===== config.mk =====
export PLATFORM = sky130hd
export DESIGN_NAME = key_value_status_packet_parser
export DESIGN_NICKNAME = d
export VERILOG_FILES = /design/src/design/kvsp_pkg.sv /design/src/design/key_value_status_packet_parser.sv /design/src/design/kvsp_byte_parser.sv
export SDC_FILE = /design/constraint.sdc
export NUM_CORES = 1
export LEC_CHECK = 0
export BUFFER_PORTS_ARGS = -buffer_cell sky130_fd_sc_hd__buf_4
export CAP_MARGIN = 25
export CORE_MARGIN = 2
export CORE_UTILIZATION = 63
export DETAILED_ROUTE_END_ITERATION = 8
export PLACE_DENSITY = 0.79
export REMOVE_ABC_BUFFERS = 1
export SYNTH_ARGS = -nofsm -noshare
export SYNTH_HDL_FRONTEND = slang
export SYNTH_SLANG_ARGS = --single-unit

===== constraint.sdc =====
create_clock -name clk -period 18.2 [get_ports clk]
set_input_delay 0 -clock clk [delete_from_list [all_inputs] [get_ports clk]]
set_output_delay 0 -clock clk [all_outputs]
set_load 0.01 [all_outputs]

===== src/design/kvsp_pkg.sv =====
`timescale 1ns / 1ps
`default_nettype none

package kvsp_pkg;

	localparam int BUFFER_BYTES_DEF = 128;

	localparam logic [7:0] CHAR_DOLLAR = 8'h24;
	localparam logic [7:0] CHAR_COLON  = 8'h3A;
	localparam logic [7:0] CHAR_COMMA  = 8'h2C;

	localparam int VALUE_W    = 32;
	localparam int KEY_COUNT  = 3;
	localparam int OUT_DATA_W = 104;

	typedef struct packed {
		logic [7:0] char_byte;
		logic       end_of_packet;
	} byte_beat_t;

	typedef struct packed {
		logic [KEY_COUNT-1:0] seen;
		logic [VALUE_W-1:0]   net_rate;
		logic [VALUE_W-1:0]   ram_load;
		logic [VALUE_W-1:0]   cpu_load;
	} results_t;

endpackage

`default_nettype wire


===== src/design/key_value_status_packet_parser.sv =====
// Key/value status packet parser.
// Input stream: one packet byte per beat on s_tdata, s_tlast marking the final
// byte of a packet. A leading '$' is dropped, at most BUFFER_BYTES-1 bytes of a
// packet are parsed, and a zero byte ends the content. Comma separated tokens
// with key CPU, RAM or NET update a stored, saturated signed 32-bit value.
// Output stream: one beat per packet, issued for the beat that carries
// s_tlast, holding the three stored values and their seen flags. Values and
// flags persist from packet to packet.
// Path: the input register takes the final beat when it is accepted, and the
// result register loads from it when that beat is processed; a pending
// result can hold the beat in the input register in between.
// Throughput: one byte per cycle while no final beat waits on a result; the
// parse update is a single pass of logic from input register to parser state.
// Reset: arst_n clears all parser state, the stored values and the flags.
// Stall: while a result waits on m_tready, input beats that do not end a
// packet keep flowing; a second final beat holds in the input register, and
// s_tready falls only then.
`timescale 1ns / 1ps
`default_nettype none

module key_value_status_packet_parser #(
	parameter int BUFFER_BYTES = kvsp_pkg::BUFFER_BYTES_DEF
) (
	input  wire                               clk,
	input  wire                               arst_n,
	input  wire                               s_tvalid,
	output logic                              s_tready,
	input  wire  [7:0]                        s_tdata,  // char_byte
	input  wire                               s_tlast,  // end_of_packet
	output logic                              m_tvalid,
	input  wire                               m_tready,
	// cpu_load, ram_load, net_rate, cpu_seen, ram_seen, net_seen, zero pad
	output logic [kvsp_pkg::OUT_DATA_W-1:0]   m_tdata
);

	logic                  s1_valid_q;
	kvsp_pkg::byte_beat_t  beat_s1;
	logic                  advance;
	kvsp_pkg::results_t    snap;
	kvsp_pkg::results_t    result_q;

	assign advance  = s1_valid_q && (!beat_s1.end_of_packet || !m_tvalid || m_tready);
	assign s_tready = !s1_valid_q || advance;

	always_ff @(posedge clk or negedge arst_n) begin
		if (!arst_n) begin
			s1_valid_q <= 1'b0;
		end else if (s_tvalid && s_tready) begin
			s1_valid_q <= 1'b1;
		end else if (advance) begin
			s1_valid_q <= 1'b0;
		end
	end

	always_ff @(posedge clk) begin
		if (s_tvalid && s_tready) begin
			beat_s1.char_byte     <= s_tdata;
			beat_s1.end_of_packet <= s_tlast;
		end
	end

	kvsp_byte_parser #(
		.BUFFER_BYTES(BUFFER_BYTES)
	) u_parser (
		.clk   (clk),
		.arst_n(arst_n),
		.en    (advance),
		.beat  (beat_s1),
		.snap  (snap)
	);

	always_ff @(posedge clk or negedge arst_n) begin
		if (!arst_n) begin
			m_tvalid <= 1'b0;
		end else if (advance && beat_s1.end_of_packet) begin
			m_tvalid <= 1'b1;
		end else if (m_tready) begin
			m_tvalid <= 1'b0;
		end
	end

	always_ff @(posedge clk) begin
		if (advance && beat_s1.end_of_packet) begin
			result_q <= snap;
		end
	end

	assign m_tdata = {5'd0, result_q.seen[2], result_q.seen[1], result_q.seen[0],
		result_q.net_rate, result_q.ram_load, result_q.cpu_load};

	// A processed final beat always leaves a result in the output register.
	a_eop_result: assert property (@(posedge clk) disable iff (!arst_n)
		advance && beat_s1.end_of_packet |=> m_tvalid)
		else $error("final beat produced no result");

	// An accepted beat is held in the input register.
	a_accept_s1: assert property (@(posedge clk) disable iff (!arst_n)
		s_tvalid && s_tready |=> s1_valid_q)
		else $error("accepted beat lost");

	// A final beat blocked by a pending result keeps its byte.
	a_hold_eop: assert property (@(posedge clk) disable iff (!arst_n)
		s1_valid_q && beat_s1.end_of_packet && m_tvalid && !m_tready
		|=> s1_valid_q && $stable(beat_s1))
		else $error("blocked final beat changed");

endmodule

`default_nettype wire


===== src/design/kvsp_byte_parser.sv =====
`timescale 1ns / 1ps
`default_nettype none

module kvsp_byte_parser #(
	parameter int BUFFER_BYTES = kvsp_pkg::BUFFER_BYTES_DEF
) (
	input  wire                       clk,
	input  wire                       arst_n,
	input  wire                       en,
	input  wire kvsp_pkg::byte_beat_t beat,
	output kvsp_pkg::results_t        snap
);

	localparam int POS_W = $clog2(BUFFER_BYTES);
	localparam logic [POS_W-1:0] POS_LIMIT = POS_W'(BUFFER_BYTES - 1);
	localparam logic [31:0] SAT_MAG = 32'h8000_0000;
	localparam logic [31:0] SAT_POS = 32'h7FFF_FFFF;
	localparam logic [2:0] CAND_ALL = 3'b111;
	localparam logic [2:0] KLEN_FULL = 3'd3;
	localparam logic [2:0] KLEN_OVER = 3'd4;
	localparam logic [23:0] KEY_CPU = {8'h55, 8'h50, 8'h43};
	localparam logic [23:0] KEY_RAM = {8'h4D, 8'h41, 8'h52};
	localparam logic [23:0] KEY_NET = {8'h54, 8'h45, 8'h4E};

	typedef enum logic [2:0] {
		PH_KEY,
		PH_SKIP,
		PH_WS,
		PH_DIG,
		PH_DONE
	} phase_t;

	logic [POS_W-1:0] pos_q, pos_n;
	logic             stopped_q, stopped_n;
	phase_t           phase_q, phase_n;
	logic [2:0]       klen_q, klen_n;
	logic [2:0]       cand_q, cand_n;
	logic [31:0]      acc_q, acc_n;
	logic             neg_q, neg_n;
	logic [31:0]      cpu_q, cpu_n;
	logic [31:0]      ram_q, ram_n;
	logic [31:0]      net_q, net_n;
	logic [2:0]       valid_q, valid_n;

	logic [7:0]  c;
	logic        is_digit;
	logic        is_space;
	logic [3:0]  digit;
	logic [35:0] acc_times10;
	logic        store_en;
	logic [31:0] store_val;
	logic [1:0]  kidx;

	function automatic logic [31:0] sat_value(input logic [31:0] a, input logic n);
		logic [31:0] m;
		begin
			if (n) begin
				m = (a > SAT_MAG) ? SAT_MAG : a;
				sat_value = 32'd0 - m;
			end else begin
				sat_value = (a > SAT_POS) ? SAT_POS : a;
			end
		end
	endfunction

	assign c        = beat.char_byte;
	assign is_digit = (c >= 8'h30) && (c <= 8'h39);
	assign is_space = (c == 8'h20) || ((c >= 8'h09) && (c <= 8'h0D));
	assign digit    = c[3:0];
	assign acc_times10 = {acc_q, 3'b000} + {3'b000, acc_q, 1'b0} + {32'd0, digit};
	assign kidx     = klen_q[1:0];

	always_comb begin
		pos_n     = pos_q;
		stopped_n = stopped_q;
		phase_n   = phase_q;
		klen_n    = klen_q;
		cand_n    = cand_q;
		acc_n     = acc_q;
		neg_n     = neg_q;
		cpu_n     = cpu_q;
		ram_n     = ram_q;
		net_n     = net_q;
		valid_n   = valid_q;
		store_en  = 1'b0;

		if (en && !stopped_q && (pos_q < POS_LIMIT)) begin
			pos_n = pos_q + POS_W'(1);
			if (c == 8'h00) begin
				stopped_n = 1'b1;
			end else if (!((pos_q == '0) && (c == kvsp_pkg::CHAR_DOLLAR))) begin
				if (c == kvsp_pkg::CHAR_COMMA) begin
					phase_n = PH_KEY;
					klen_n  = 3'd0;
					cand_n  = CAND_ALL;
				end else begin
					unique case (phase_q)
						PH_KEY: begin
							if (c == kvsp_pkg::CHAR_COLON) begin
								if ((klen_q == KLEN_FULL) && (cand_q != 3'b000)) begin
									acc_n    = 32'd0;
									neg_n    = 1'b0;
									phase_n  = PH_WS;
									valid_n  = valid_q | cand_q;
									store_en = 1'b1;
								end else begin
									phase_n = PH_SKIP;
								end
							end else if (klen_q < KLEN_FULL) begin
								cand_n[0] = cand_q[0] && (KEY_CPU[kidx*8 +: 8] == c);
								cand_n[1] = cand_q[1] && (KEY_RAM[kidx*8 +: 8] == c);
								cand_n[2] = cand_q[2] && (KEY_NET[kidx*8 +: 8] == c);
								klen_n    = klen_q + 3'd1;
							end else begin
								klen_n = KLEN_OVER;
								cand_n = 3'b000;
							end
						end
						PH_WS: begin
							priority if (is_space) begin
								phase_n = PH_WS;
							end else if (c == 8'h2B) begin
								phase_n = PH_DIG;
							end else if (c == 8'h2D) begin
								neg_n    = 1'b1;
								phase_n  = PH_DIG;
								store_en = 1'b1;
							end else if (is_digit) begin
								phase_n  = PH_DIG;
								acc_n    = {28'd0, digit};
								store_en = 1'b1;
							end else begin
								phase_n = PH_DONE;
							end
						end
						PH_DIG: begin
							if (is_digit) begin
								acc_n    = (acc_times10 > {4'd0, SAT_MAG}) ? SAT_MAG
									: acc_times10[31:0];
								store_en = 1'b1;
							end else begin
								phase_n = PH_DONE;
							end
						end
						PH_SKIP, PH_DONE: begin
							phase_n = phase_q;
						end
						default: begin
							phase_n = phase_q;
						end
					endcase
				end
			end
		end

		store_val = sat_value(acc_n, neg_n);
		if (store_en) begin
			priority if (cand_n[0]) begin
				cpu_n = store_val;
			end else if (cand_n[1]) begin
				ram_n = store_val;
			end else if (cand_n[2]) begin
				net_n = store_val;
			end
		end
	end

	assign snap.cpu_load = cpu_n;
	assign snap.ram_load = ram_n;
	assign snap.net_rate = net_n;
	assign snap.seen     = valid_n;

	always_ff @(posedge clk or negedge arst_n) begin
		if (!arst_n) begin
			pos_q     <= '0;
			stopped_q <= 1'b0;
			phase_q   <= PH_KEY;
			klen_q    <= 3'd0;
			cand_q    <= CAND_ALL;
			acc_q     <= 32'd0;
			neg_q     <= 1'b0;
			cpu_q     <= 32'd0;
			ram_q     <= 32'd0;
			net_q     <= 32'd0;
			valid_q   <= 3'b000;
		end else if (en) begin
			cpu_q   <= cpu_n;
			ram_q   <= ram_n;
			net_q   <= net_n;
			valid_q <= valid_n;
			if (beat.end_of_packet) begin
				pos_q     <= '0;
				stopped_q <= 1'b0;
				phase_q   <= PH_KEY;
				klen_q    <= 3'd0;
				cand_q    <= CAND_ALL;
				acc_q     <= 32'd0;
				neg_q     <= 1'b0;
			end else begin
				pos_q     <= pos_n;
				stopped_q <= stopped_n;
				phase_q   <= phase_n;
				klen_q    <= klen_n;
				cand_q    <= cand_n;
				acc_q     <= acc_n;
				neg_q     <= neg_n;
			end
		end
	end

	// A seen flag is never cleared once it is set.
	a_seen_sticky: assert property (@(posedge clk) disable iff (!arst_n)
		1'b1 |=> ((valid_q & $past(valid_q)) == $past(valid_q)))
		else $error("seen flag cleared");

	// The accumulator never grows past the saturation magnitude.
	a_acc_bound: assert property (@(posedge clk) disable iff (!arst_n)
		acc_q <= SAT_MAG)
		else $error("accumulator out of range");

	// The key length resets to zero at the end of a packet.
	a_klen_eop: assert property (@(posedge clk) disable iff (!arst_n)
		en && beat.end_of_packet |=> (klen_q == 3'd0) && (cand_q == CAND_ALL))
		else $error("key state not cleared at end of packet");

endmodule

`default_nettype wire


Word-level counts from Yosys, hierarchy flattened
Cells that the tools add are included. W data, S select, Z words.

Bits in writable memories: 0. Latch bits: 0. Input port bits: 13. ROM bits: 0. Bits in registers: 259. Memories kept: 0. Word-level logic and storage cells: 181. Output and inout bits: 106.

Bitwise logic cells: 1. Reductions and logical operators: 34. Order comparisons: 9. Eq/ne operators: 17. Div/mod/pow operators: 0. Multiplexer cells: 93. Shift operators: 3. $add $sub $neg: 5. $mul: 0.

Operators by type and width (number): $mux W32 (25); $mux W3 (34); $pmux W32 S3 (1); $shiftx A24 B6 Y8 const A (3); $eq A8 B6 Y1 const B (6); $add A35 B33 Y36 (1); $add A36 B4 Y36 (1); $gt A36 B32 Y1 const B (1); $gt A32 B31 Y1 const B (1); $gt A32 B32 Y1 const B (1); $sub A1 B32 Y32 const A (1); $mux W1 (27); $eq A8 B8 Y1 (3); $mux W7 (2); $logic_and A1 B1 Y1 (12); $eq A3 B2 Y1 const B (3); $pmux W3 S3 (1); $ge A8 B4 Y1 const B (1); $ge A8 B6 Y1 const B (1); $le A8 B4 Y1 const B (1); $le A8 B6 Y1 const B (1); $logic_not A8 Y1 (1); $reduce_bool A2 Y1 (4); $add A7 B1 Y7 const B (1); other kinds (21) (29).

Depth between registers and ports, before layout
Gate-level depths: netlist of run 1.

Depth after elaboration: 19. Gate-level depth with buffers: 24.

Cells and area by module
A second synthesis of run 1 with hierarchy kept.

Cell total of the unflattened synthesis: 1609. Area, all modules: 16343.2 µm².

Modules (own cells, without submodules): kvsp_byte_parser (cells an instance 1485, times used 1, seq. area each 3732.3 µm², area an instance 12951.2 µm²); key_value_status_packet_parser (cells an instance 124, times used 1, seq. area each 3293.2 µm², area an instance 3392.0 µm²).

Worst setup path after synthesis of run 1
Ideal clock, no wire load.

Path kind: register to register. From: register beat_s1[4] in the netlist's numbering. To: register result_q (netlist bit m_tdata[80]) (data pin). Setup slack: 12.494 ns. Stages on the path, launching flop included: 25. Data arrival time: 5.560 ns. Data required time: 18.054 ns. Cell sequence: edfxtp_1 inv_1 fa_1 inv_1 ha_1 a211oi_2 o21ai_2 a21o_1 o211ai_1 o21ai_0 a211o_1 a2111o_2 a22oi_2 clkbuf_1 clkbuf_1 nand2_1 ha_1 clkbuf_1 nand4_1 or2_2 nand2_1 and3_1 xnor2_1 a211o_1 a21oi_1.

RTL lines: from (decl) (line key_value_status_packet_parser.sv:37) `kvsp_pkg::byte_beat_t beat_s1;`; to (signal assigned) (line key_value_status_packet_parser.sv:84) `result_q <= snap;`; to (decl) (line key_value_status_packet_parser.sv:40) `kvsp_pkg::results_t result_q;`.

==> flow_metrics.env, run 1 <==
export IMPL_gp_congestion=1.038
export IMPL_synthXorXnorAreaFrac_pct=2.580
export IMPL_start_kind="flip-flop"
export IMPL_max_freq_mhz=133.3
export IMPL_max_slew_margin_rel_pct=30.24
export IMPL_crit_required_ns=18.44
export IMPL_setup_worst_path_start="beat_s1[4]$_DFFE_PP_"
export IMPL_grt_pass1_vias=12960
export IMPL_drv_slew=0
export IMPL_io_pins=119
export IMPL_worstSetupPathType="reg2reg"
export IMPL_synth_cell_types=102
export IMPL_post_cts_resized=0
export IMPL_synthTopCellsByArea="dfrtp_1 24%, edfxtp_1 21%, o21ai_0 7.5%"
export IMPL_io_buffers=113
export IMPL_hold_violations=0
export IMPL_die_h_um=159.7
export IMPL_grt_pass1_wl_um=71620
export IMPL_syn2layout_area_growth_pct=13.90
export IMPL_cts_buffers=27
export IMPL_dr_wl_met2_um=21070
export IMPL_antenna_found_initial=0
export IMPL_ctsLongestPathBuffers=3
export IMPL_cts_htree_levels=1
export IMPL_routedWlPerCell_um=22.29
export IMPL_p_per_area_nw_per_um2=79.54
export IMPL_regToRegSetupSlack_ns=10.70
export IMPL_met1_length_um=18920
export IMPL_ir_drop_mv=0.1015
export IMPL_worst_pin_slew_ns=1.038
export IMPL_synth_ff_type="dfrtp_1"
export IMPL_n_antenna_cell=0
export IMPL_endpoint="m_tdata[84]$_DFFE_PP_"
export IMPL_clkSinkCount=259
export IMPL_synth_top_family_by_area="compound AO/OA/AOI/OAI gates"
export IMPL_synth_cells=1610
export IMPL_synth_seq_area_share_pct=45.98
export IMPL_insertion_delay_ns=0.55
export IMPL_synth_top_cell_area_share_pct=24.24
export IMPL_postRouteAntennaNets=0
export IMPL_maxCapViolations=0
export IMPL_status="finished clean"
export IMPL_fin_crit_ns=7.499
export IMPL_syn_area_per_cell_um2=9.490
export IMPL_synth_compound_area_share_pct=24.73
export IMPL_dieArea_um2=25510
export IMPL_route_top_layer_used="met4"
export IMPL_layout_drive_gt1_share_pct=14.43
export IMPL_drc=0
export IMPL_yosys_area_top_type="dfrtp_1"
export IMPL_cts_tree="done"
export IMPL_synth_area_mux_share_pct=1.720
export IMPL_hp_class="in2async"
export IMPL_netlist_area_um2=15280
export IMPL_grt_max_degree=92
export IMPL_ys_warn_count=0
export IMPL_finalSetupViolCount=0
export IMPL_cts_root_buf="clkbuf_16"
export IMPL_n_fill_cell=1669
export IMPL_rr_startpoint="beat_s1[4]$_DFFE_PP_"
export IMPL_wl_met3_um=4035
export IMPL_finalWorstSetupSlack_ns=10.70
export IMPL_start_util_pct=64.70
export IMPL_endpoint_kind="flip-flop"
export IMPL_drt_iter0_markers=1733
export IMPL_drt_first_pass_iters=8
export IMPL_via_per_inst=6.723
export IMPL_core_um2=23610
export IMPL_routed_wl_um=45430
export IMPL_setup_tns_ns=0
export IMPL_grt_total_usage_pct=35.11
export IMPL_cp_arrival_ns=7.74
export IMPL_synth_adder_area_share_pct=6.076
export IMPL_ys_ff_latch=259
export IMPL_reg2reg_to="m_tdata[84]$_DFFE_PP_"
export IMPL_clk_pin_slew_ns=0.06
export IMPL_place_hpwl_um=32300
export IMPL_place_ws_ns=11.04
export IMPL_grt_overflow=0
export IMPL_r2r_cells=19
export IMPL_period_share_pct=41.20
export IMPL_rsz0062_at_grt="false"
export IMPL_synthSimpleGateAreaFrac_pct=15.61
export IMPL_synth_edf_count=108
export IMPL_async_flop_share_pct=58.30
export IMPL_skew_ns=0.008438
export IMPL_crit_path_max_fanout=17
export IMPL_nets=1784
export IMPL_fp_row_count=56
export IMPL_die_w_um=159.7
export IMPL_num_vias=13700
export IMPL_power_leakage_uw=0.007464
==> power by group <==
group | switching [µW] | total [µW] | internal, µW | leakage [µW]
logic | 87.0 | 140 | 53.2 | 0.00387
registers | 22.3 | 655 | 633 | 0.00313
clock network | 235 | 588 | 353 | 0.000462
==> worst min path at each step <==
| stage | startpoint | endpoint | slack [ns] |
|---|---|---|---|
| final | arst_n | u_parser.net_q[13]$_DFFE_PN0P_ | 0.09 |
| after global routing | arst_n | u_parser.net_q[13]$_DFFE_PN0P_ | 0.18 |
| after CTS | arst_n | u_parser.net_q[7]$_DFFE_PN0P_ | 0.14 |
| after detailed placement | arst_n | u_parser.cpu_q[7]$_DFFE_PN0P_ | 0.13 |
| after global placement | arst_n | u_parser.cpu_q[7]$_DFFE_PN0P_ | 0.12 |
| after floorplan | arst_n | m_tvalid$_DFFE_PN0P_ | -0.30 |
==> area by class of cell <==
cell class | count | area (µm²) | area share (%)
multi-input cells | 1233 | 7777 | 44.69
flip-flops and latches | 259 | 7025 | 40.37
repair buffers | 144 | 1115 | 6.406
clock buffers | 37 | 763.2 | 4.386
well taps | 319 | 399.1 | 2.294
clock inverters | 13 | 195.2 | 1.122
inverters | 33 | 126.4 | 0.7262
==> Yosys cell counts (9+ instances only) <==
| library cell | number |
|---|---|
| a211oi_1 | 14 |
| edfxtp_1 | 108 |
| o21a_1 | 10 |
| o31ai_1 | 32 |
| nand2b_1 | 12 |
| o22ai_1 | 10 |
| a22oi_1 | 11 |
| o21ai_1 | 19 |
| nand4_1 | 21 |
| o211ai_1 | 14 |
| nor2_1 | 100 |
| xor2_1 | 20 |
| and3_1 | 12 |
| nand2_1 | 208 |
| dfrtp_1 | 148 |
| o21ai_0 | 230 |
| a22o_1 | 17 |
| a21oi_1 | 94 |
| clkbuf_1 | 69 |
| buf_2 | 11 |
| nand3_1 | 29 |
| a21o_1 | 25 |
| xnor2_1 | 25 |
| and2_1 | 11 |
| nor3_1 | 34 |
| inv_1 | 32 |
| or3_1 | 13 |
| ha_1 | 71 |
| a211o_1 | 12 |
| mux2_2 | 18 |
| nor4_1 | 9 |
==> timing repair <==
action	CTS	global route
setup buffers	0	0
hold endpoints to repair	93	0
hold buffers	12	0
setup endpoints to repair	0	0
==> registers in the layout (all words and copies together) (netlist names) <==
signal              count
u_parser.cand_q         3
beat_s1                 9
u_parser.stopped_q      1
u_parser.acc_q         32
m_tvalid                1
u_parser.phase_q        3
u_parser.pos_q          7
u_parser.cpu_q         32
u_parser.net_q         32
m_tdata                99
u_parser.ram_q         32
u_parser.valid_q        3
s1_valid_q              1
u_parser.neg_q          1
u_parser.klen_q         3
==> metal layers <==
| layer | GRT usage [%] | up-vias |
|---|---|---|
| li1 | - | 6207 |
| met2 | 56.73 | 770 |
| met3 | 6.338 | 134 |
| met1 | 48.88 | 6590 |
| met4 | 10.37 | 0 |
| met5 | 0 | - |
==> worst max-delay path: stages (launching register included) <==
cell,delay [ns]
edfxtp_1,0.54
inv_1,0.19
fa_1,0.63
inv_1,0.06
ha_1,0.32
a211oi_2,0.37
o211ai_1,0.23
a211oi_2,0.42
o21ai_1,0.21
a41oi_1,0.28
xor2_1,0.14
o2111a_1,0.21
a21oi_2,0.72
nor3_1,0.21
a211oi_1,0.48
nand3_2,0.17
o21ai_1,0.76
o22ai_1,0.43
a2111oi_2,0.59
o21ai_0,0.23
==> cells in the final DEF, fill, tap and decap left out, types with 9 or more instances in the layout <==
master / netlist / layout
and2_1: 11 / 11
xor2_1: 20 / 20
o21ai_0: 230 / 230
buf_4: 7 / 130
dfrtp_1: 148 / 148
a211o_1: 12 / 12
dlygate4sd3_1: 0 / 12
nand2b_1: 12 / 10
inv_1: 32 / 32
nor3_1: 34 / 34
nor2_1: 100 / 100
a21o_1: 25 / 25
o31ai_1: 32 / 32
a22o_1: 17 / 17
nand3_1: 29 / 29
ha_1: 71 / 71
o211ai_1: 14 / 14
o22ai_1: 10 / 10
xnor2_1: 25 / 25
mux2_2: 18 / 18
or3_1: 13 / 12
nand4_1: 21 / 21
a22oi_1: 11 / 11
clkbuf_16: 0 / 27
edfxtp_1: 108 / 108
o21ai_1: 19 / 18
o21a_1: 10 / 10
a21oi_1: 94 / 94
nand2_1: 208 / 208
nor4_1: 9 / 9
a211oi_1: 14 / 14
and3_1: 12 / 12
==> cells by family (layout without fill, tap and decap cells) <==
group                      count (synthesis)  after routing
xor gates and xnor gates                  45             45
muxes                                     24             24
adders and majority gates                 73             73
and+or+nand+nor                          501            501
buffers and inverters                    122            227
DFF                                      259            259
other                                      1              5
AOI/OAI and AO/OA                        585            585
==> stage by stage <==
| stage | power, µW | hold WS, ns | instances | area (µm²) | util [%] |
|---|---|---|---|---|---|
| 2_1_floorplan | 747.7 | -0.2956 | 1525 | 14920 | - |
| 3_3_place_gp | 794.2 | 0.1164 | 1974 | 16310 | 69.07 |
| 3_5_place_dp | 800.0 | 0.1275 | 1975 | 16320 | 69.10 |
| 4_1_cts | 1379 | 0.1356 | 2037 | 17390 | 73.66 |
| 5_1_grt | 1427 | 0.1763 | 2038 | 17400 | 73.70 |
| 6_report | 1384 | 0.09263 | 2038 | 17400 | 73.70 |
No activity file was read; power rests on OpenSTA's default activity.
==> inputs of run 2 (changes only) <==
CORE_UTILIZATION = 55   (was 63)
PLACE_DENSITY = 0.73   (was 0.79)
clock period = 6 ns   (was 18.2 ns; I/O delays follow)
==> run 2 against run 1 <==
  * Non-clock buffer count grew 64
  * Clock skew grew 0.015 ns
  * Worst setup slack lost 10 ns
  * Critical path depth grew 2
  * Critical path type unchanged
==> flow_metrics.env, run 2 (same netlist as run 1, synthesis figures left out) <==
export IMPL_clk_pin_slew_ns=0.07
export IMPL_regArea_um2=7025
export IMPL_setup_tns_ns=0
export IMPL_grt_overflow=0
export IMPL_dp_cells=2092
export IMPL_cp_slowest_cell="fa_1"
export IMPL_cpMostUsedCell="buf_4"
export IMPL_combinationalPowerShare_pct=10.5
export IMPL_p_seq_share_pct=48.0
export IMPL_power_switching_uw=1010
export IMPL_io_pins=119
export IMPL_gp_congestion=0.9632
export IMPL_largest_register_ffs=99
export IMPL_die_h_um=170.7
export IMPL_insertion_delay_ns=0.54
export IMPL_start_kind="flip-flop"
export IMPL_postRouteAntennaNets=0
export IMPL_grt_pass1_wl_um=69400
export IMPL_crit_path_max_fanout=19
export IMPL_crit_chain="inv_1, fa_1, inv_1, ha_1, a211oi_4, o211ai_1, a211oi_2, o211ai_1, a211oi_4, a2111o_2, a22oi_2, buf_4, buf_4, o2bb2ai_1, a211o_1, or4b_4, nor3_2, nand2_1, nor3_2, buf_4, o31ai_1"
export IMPL_grt_total_usage_pct=30.26
export IMPL_antenna_found_initial=0
export IMPL_multi_input_area_um2=7961
export IMPL_grt_pass1_vias=12730
export IMPL_final_cell_mix="228 x o21ai_0, 208 x nand2_1, 195 x buf_4"
export IMPL_drv_slew=0
export IMPL_cts_htree_levels=1
export IMPL_grt_max_degree=92
export IMPL_drt_first_pass_iters=5
export IMPL_clkSinkCount=259
export IMPL_routed_wl_um=44400
export IMPL_fp_row_count=61
export IMPL_worst_pin_slew_ns=0.8996
export IMPL_p_sw_share_pct=24.49
export IMPL_max_freq_mhz=174.1
export IMPL_routedWlPerCell_um=20.56
export IMPL_p_int_uw=3116
export IMPL_drc=0
export IMPL_num_vias=13590
export IMPL_worstSetupPathType="reg2reg"
export IMPL_final_common_cell="o21ai_0"
export IMPL_cp_arrival_ns=5.99
export IMPL_hp_class="in2async"
export IMPL_hold_violations=0
export IMPL_maxCapViolations=0
export IMPL_cts_root_buf="clkbuf_16"
export IMPL_skew_ns=0.02294
export IMPL_cts_buffers=27
export IMPL_n_antenna_cell=0
export IMPL_final_cells=2160
export IMPL_power_leakage_uw=0.007835
export IMPL_layout_drive_gt1_share_pct=18.97
export IMPL_syn2layout_area_growth_pct=18.52
export IMPL_crit_path_max_incr_delay_ns=0.56
export IMPL_ir_drop_mv=0.2322
export IMPL_place_hpwl_um=32330
export IMPL_p_clk_share_pct=41.5
export IMPL_p_per_area_nw_per_um2=227.9
export IMPL_status="finished clean"
export IMPL_core_um2=27550
export IMPL_io_buffers=113
export IMPL_drt_iter0_markers=1421
export IMPL_max_slew_margin_rel_pct=38.47
export IMPL_start_util_pct=55.45
export IMPL_die_w_um=170.7
export IMPL_via_per_inst=6.292
export IMPL_cts_tree="done"
export IMPL_nets=1848
export IMPL_dieArea_um2=29130
export IMPL_endpoint_kind="flip-flop"
export IMPL_finalSetupViolCount=0
export IMPL_ctsLongestPathBuffers=3
export IMPL_crit_required_ns=6.24
export IMPL_fin_crit_ns=5.745
export IMPL_n_fill_cell=2212
export IMPL_period_share_pct=95.75
==> run 2: cell types whose count changed in the layout (fill, tap and decap cells not counted), moves of 3 or more <==
cell,delta
buf_4,+65
o311ai_1,+3
o311ai_0,-3
a211oi_1,-3
==> run 2: critical path: cells and delay by family, from the launching register on <==
kind	cells	cell delay, ns
AOI/OAI and AO/OA	10	2.37
adders and majority gates	2	0.90
buffers and inverters	5	0.72
DFF	1	0.35
and+or+nand+nor	4	1.10
==> run 2: power groups by stage <==
stage	sequential, µW	combinational (µW)	clock (µW)
floorplan	2020	248	0
global placement	2010	407	0
detailed placement	2010	417	0
CTS	1980	427	1740
global route	1990	480	1800
finish	1980	434	1710
==> run 2: layer usage <==
metal | vias to the layer above | share of wire (%) | track usage (%)
met4 | 0 | 4.6 | 12.45
met3 | 139 | 6.9 | 3.238
met2 | 641 | 46 | 48.69
li1 | 6335 | - | -
met1 | 6475 | 43 | 42.03
met5 | - | 0 | 0
==> run 2: stage by stage <==
step / power [µW] / hold slack (ns) / utilization, % / instance area (µm²) / setup WS [ns]
detailed placement: 2429 / 0.1145 / 61.06 / 16820 / -0.2720
global route: 4273 / 0.1652 / 65.72 / 18110 / -0.01015
floorplan: 2268 / -0.2956 / - / 14920 / 0.04173
finish: 4126 / 0.09429 / 65.72 / 18110 / 0.2552
CTS: 4143 / 0.1330 / 64.92 / 17890 / 0.05147
global placement: 2418 / 0.1070 / 61.06 / 16820 / -0.2147
==> run 2: area by class of cell <==
| class | instances | area share (%) |
|---|---|---|
| clock buffers | 39 | 4.484 |
| multi-input cells | 1233 | 43.96 |
| clock inverters | 10 | 0.6357 |
| well taps | 378 | 2.612 |
| inverters | 33 | 0.6979 |
| flip-flops and latches | 259 | 38.80 |
| repair buffers | 208 | 8.810 |
==> run 2: what timing repair did <==
action	4_1_cts	5_1_grt
hold buffers	12	0
pin swaps	0	7
resized for setup	2	37
buffers inserted	0	7
endpoints found under the setup margin	6	164
hold endpoints to repair	96	0
==> run 2: path summary, 6_finish.rpt <==
check                                                start                              end  slack (ns)  cells past startpoint
setup / recovery             u_parser.acc_q[0]$_DFFE_PN0P_            m_tdata[95]$_DFFE_PP_        0.26                     21
hold / removal                                      arst_n    u_parser.cpu_q[3]$_DFFE_PN0P_        0.09                      2
setup reg to reg             u_parser.acc_q[0]$_DFFE_PN0P_            m_tdata[95]$_DFFE_PP_        0.26                     21
hold reg to reg            u_parser.valid_q[2]$_DFFE_PN0P_  u_parser.valid_q[2]$_DFFE_PN0P_        0.45                      2
max in group asynchronous                           arst_n   u_parser.cpu_q[17]$_DFFE_PN0P_        4.49                      3
min in group clk                                s_tdata[0]             beat_s1[1]$_DFFE_PP_        0.18                      2
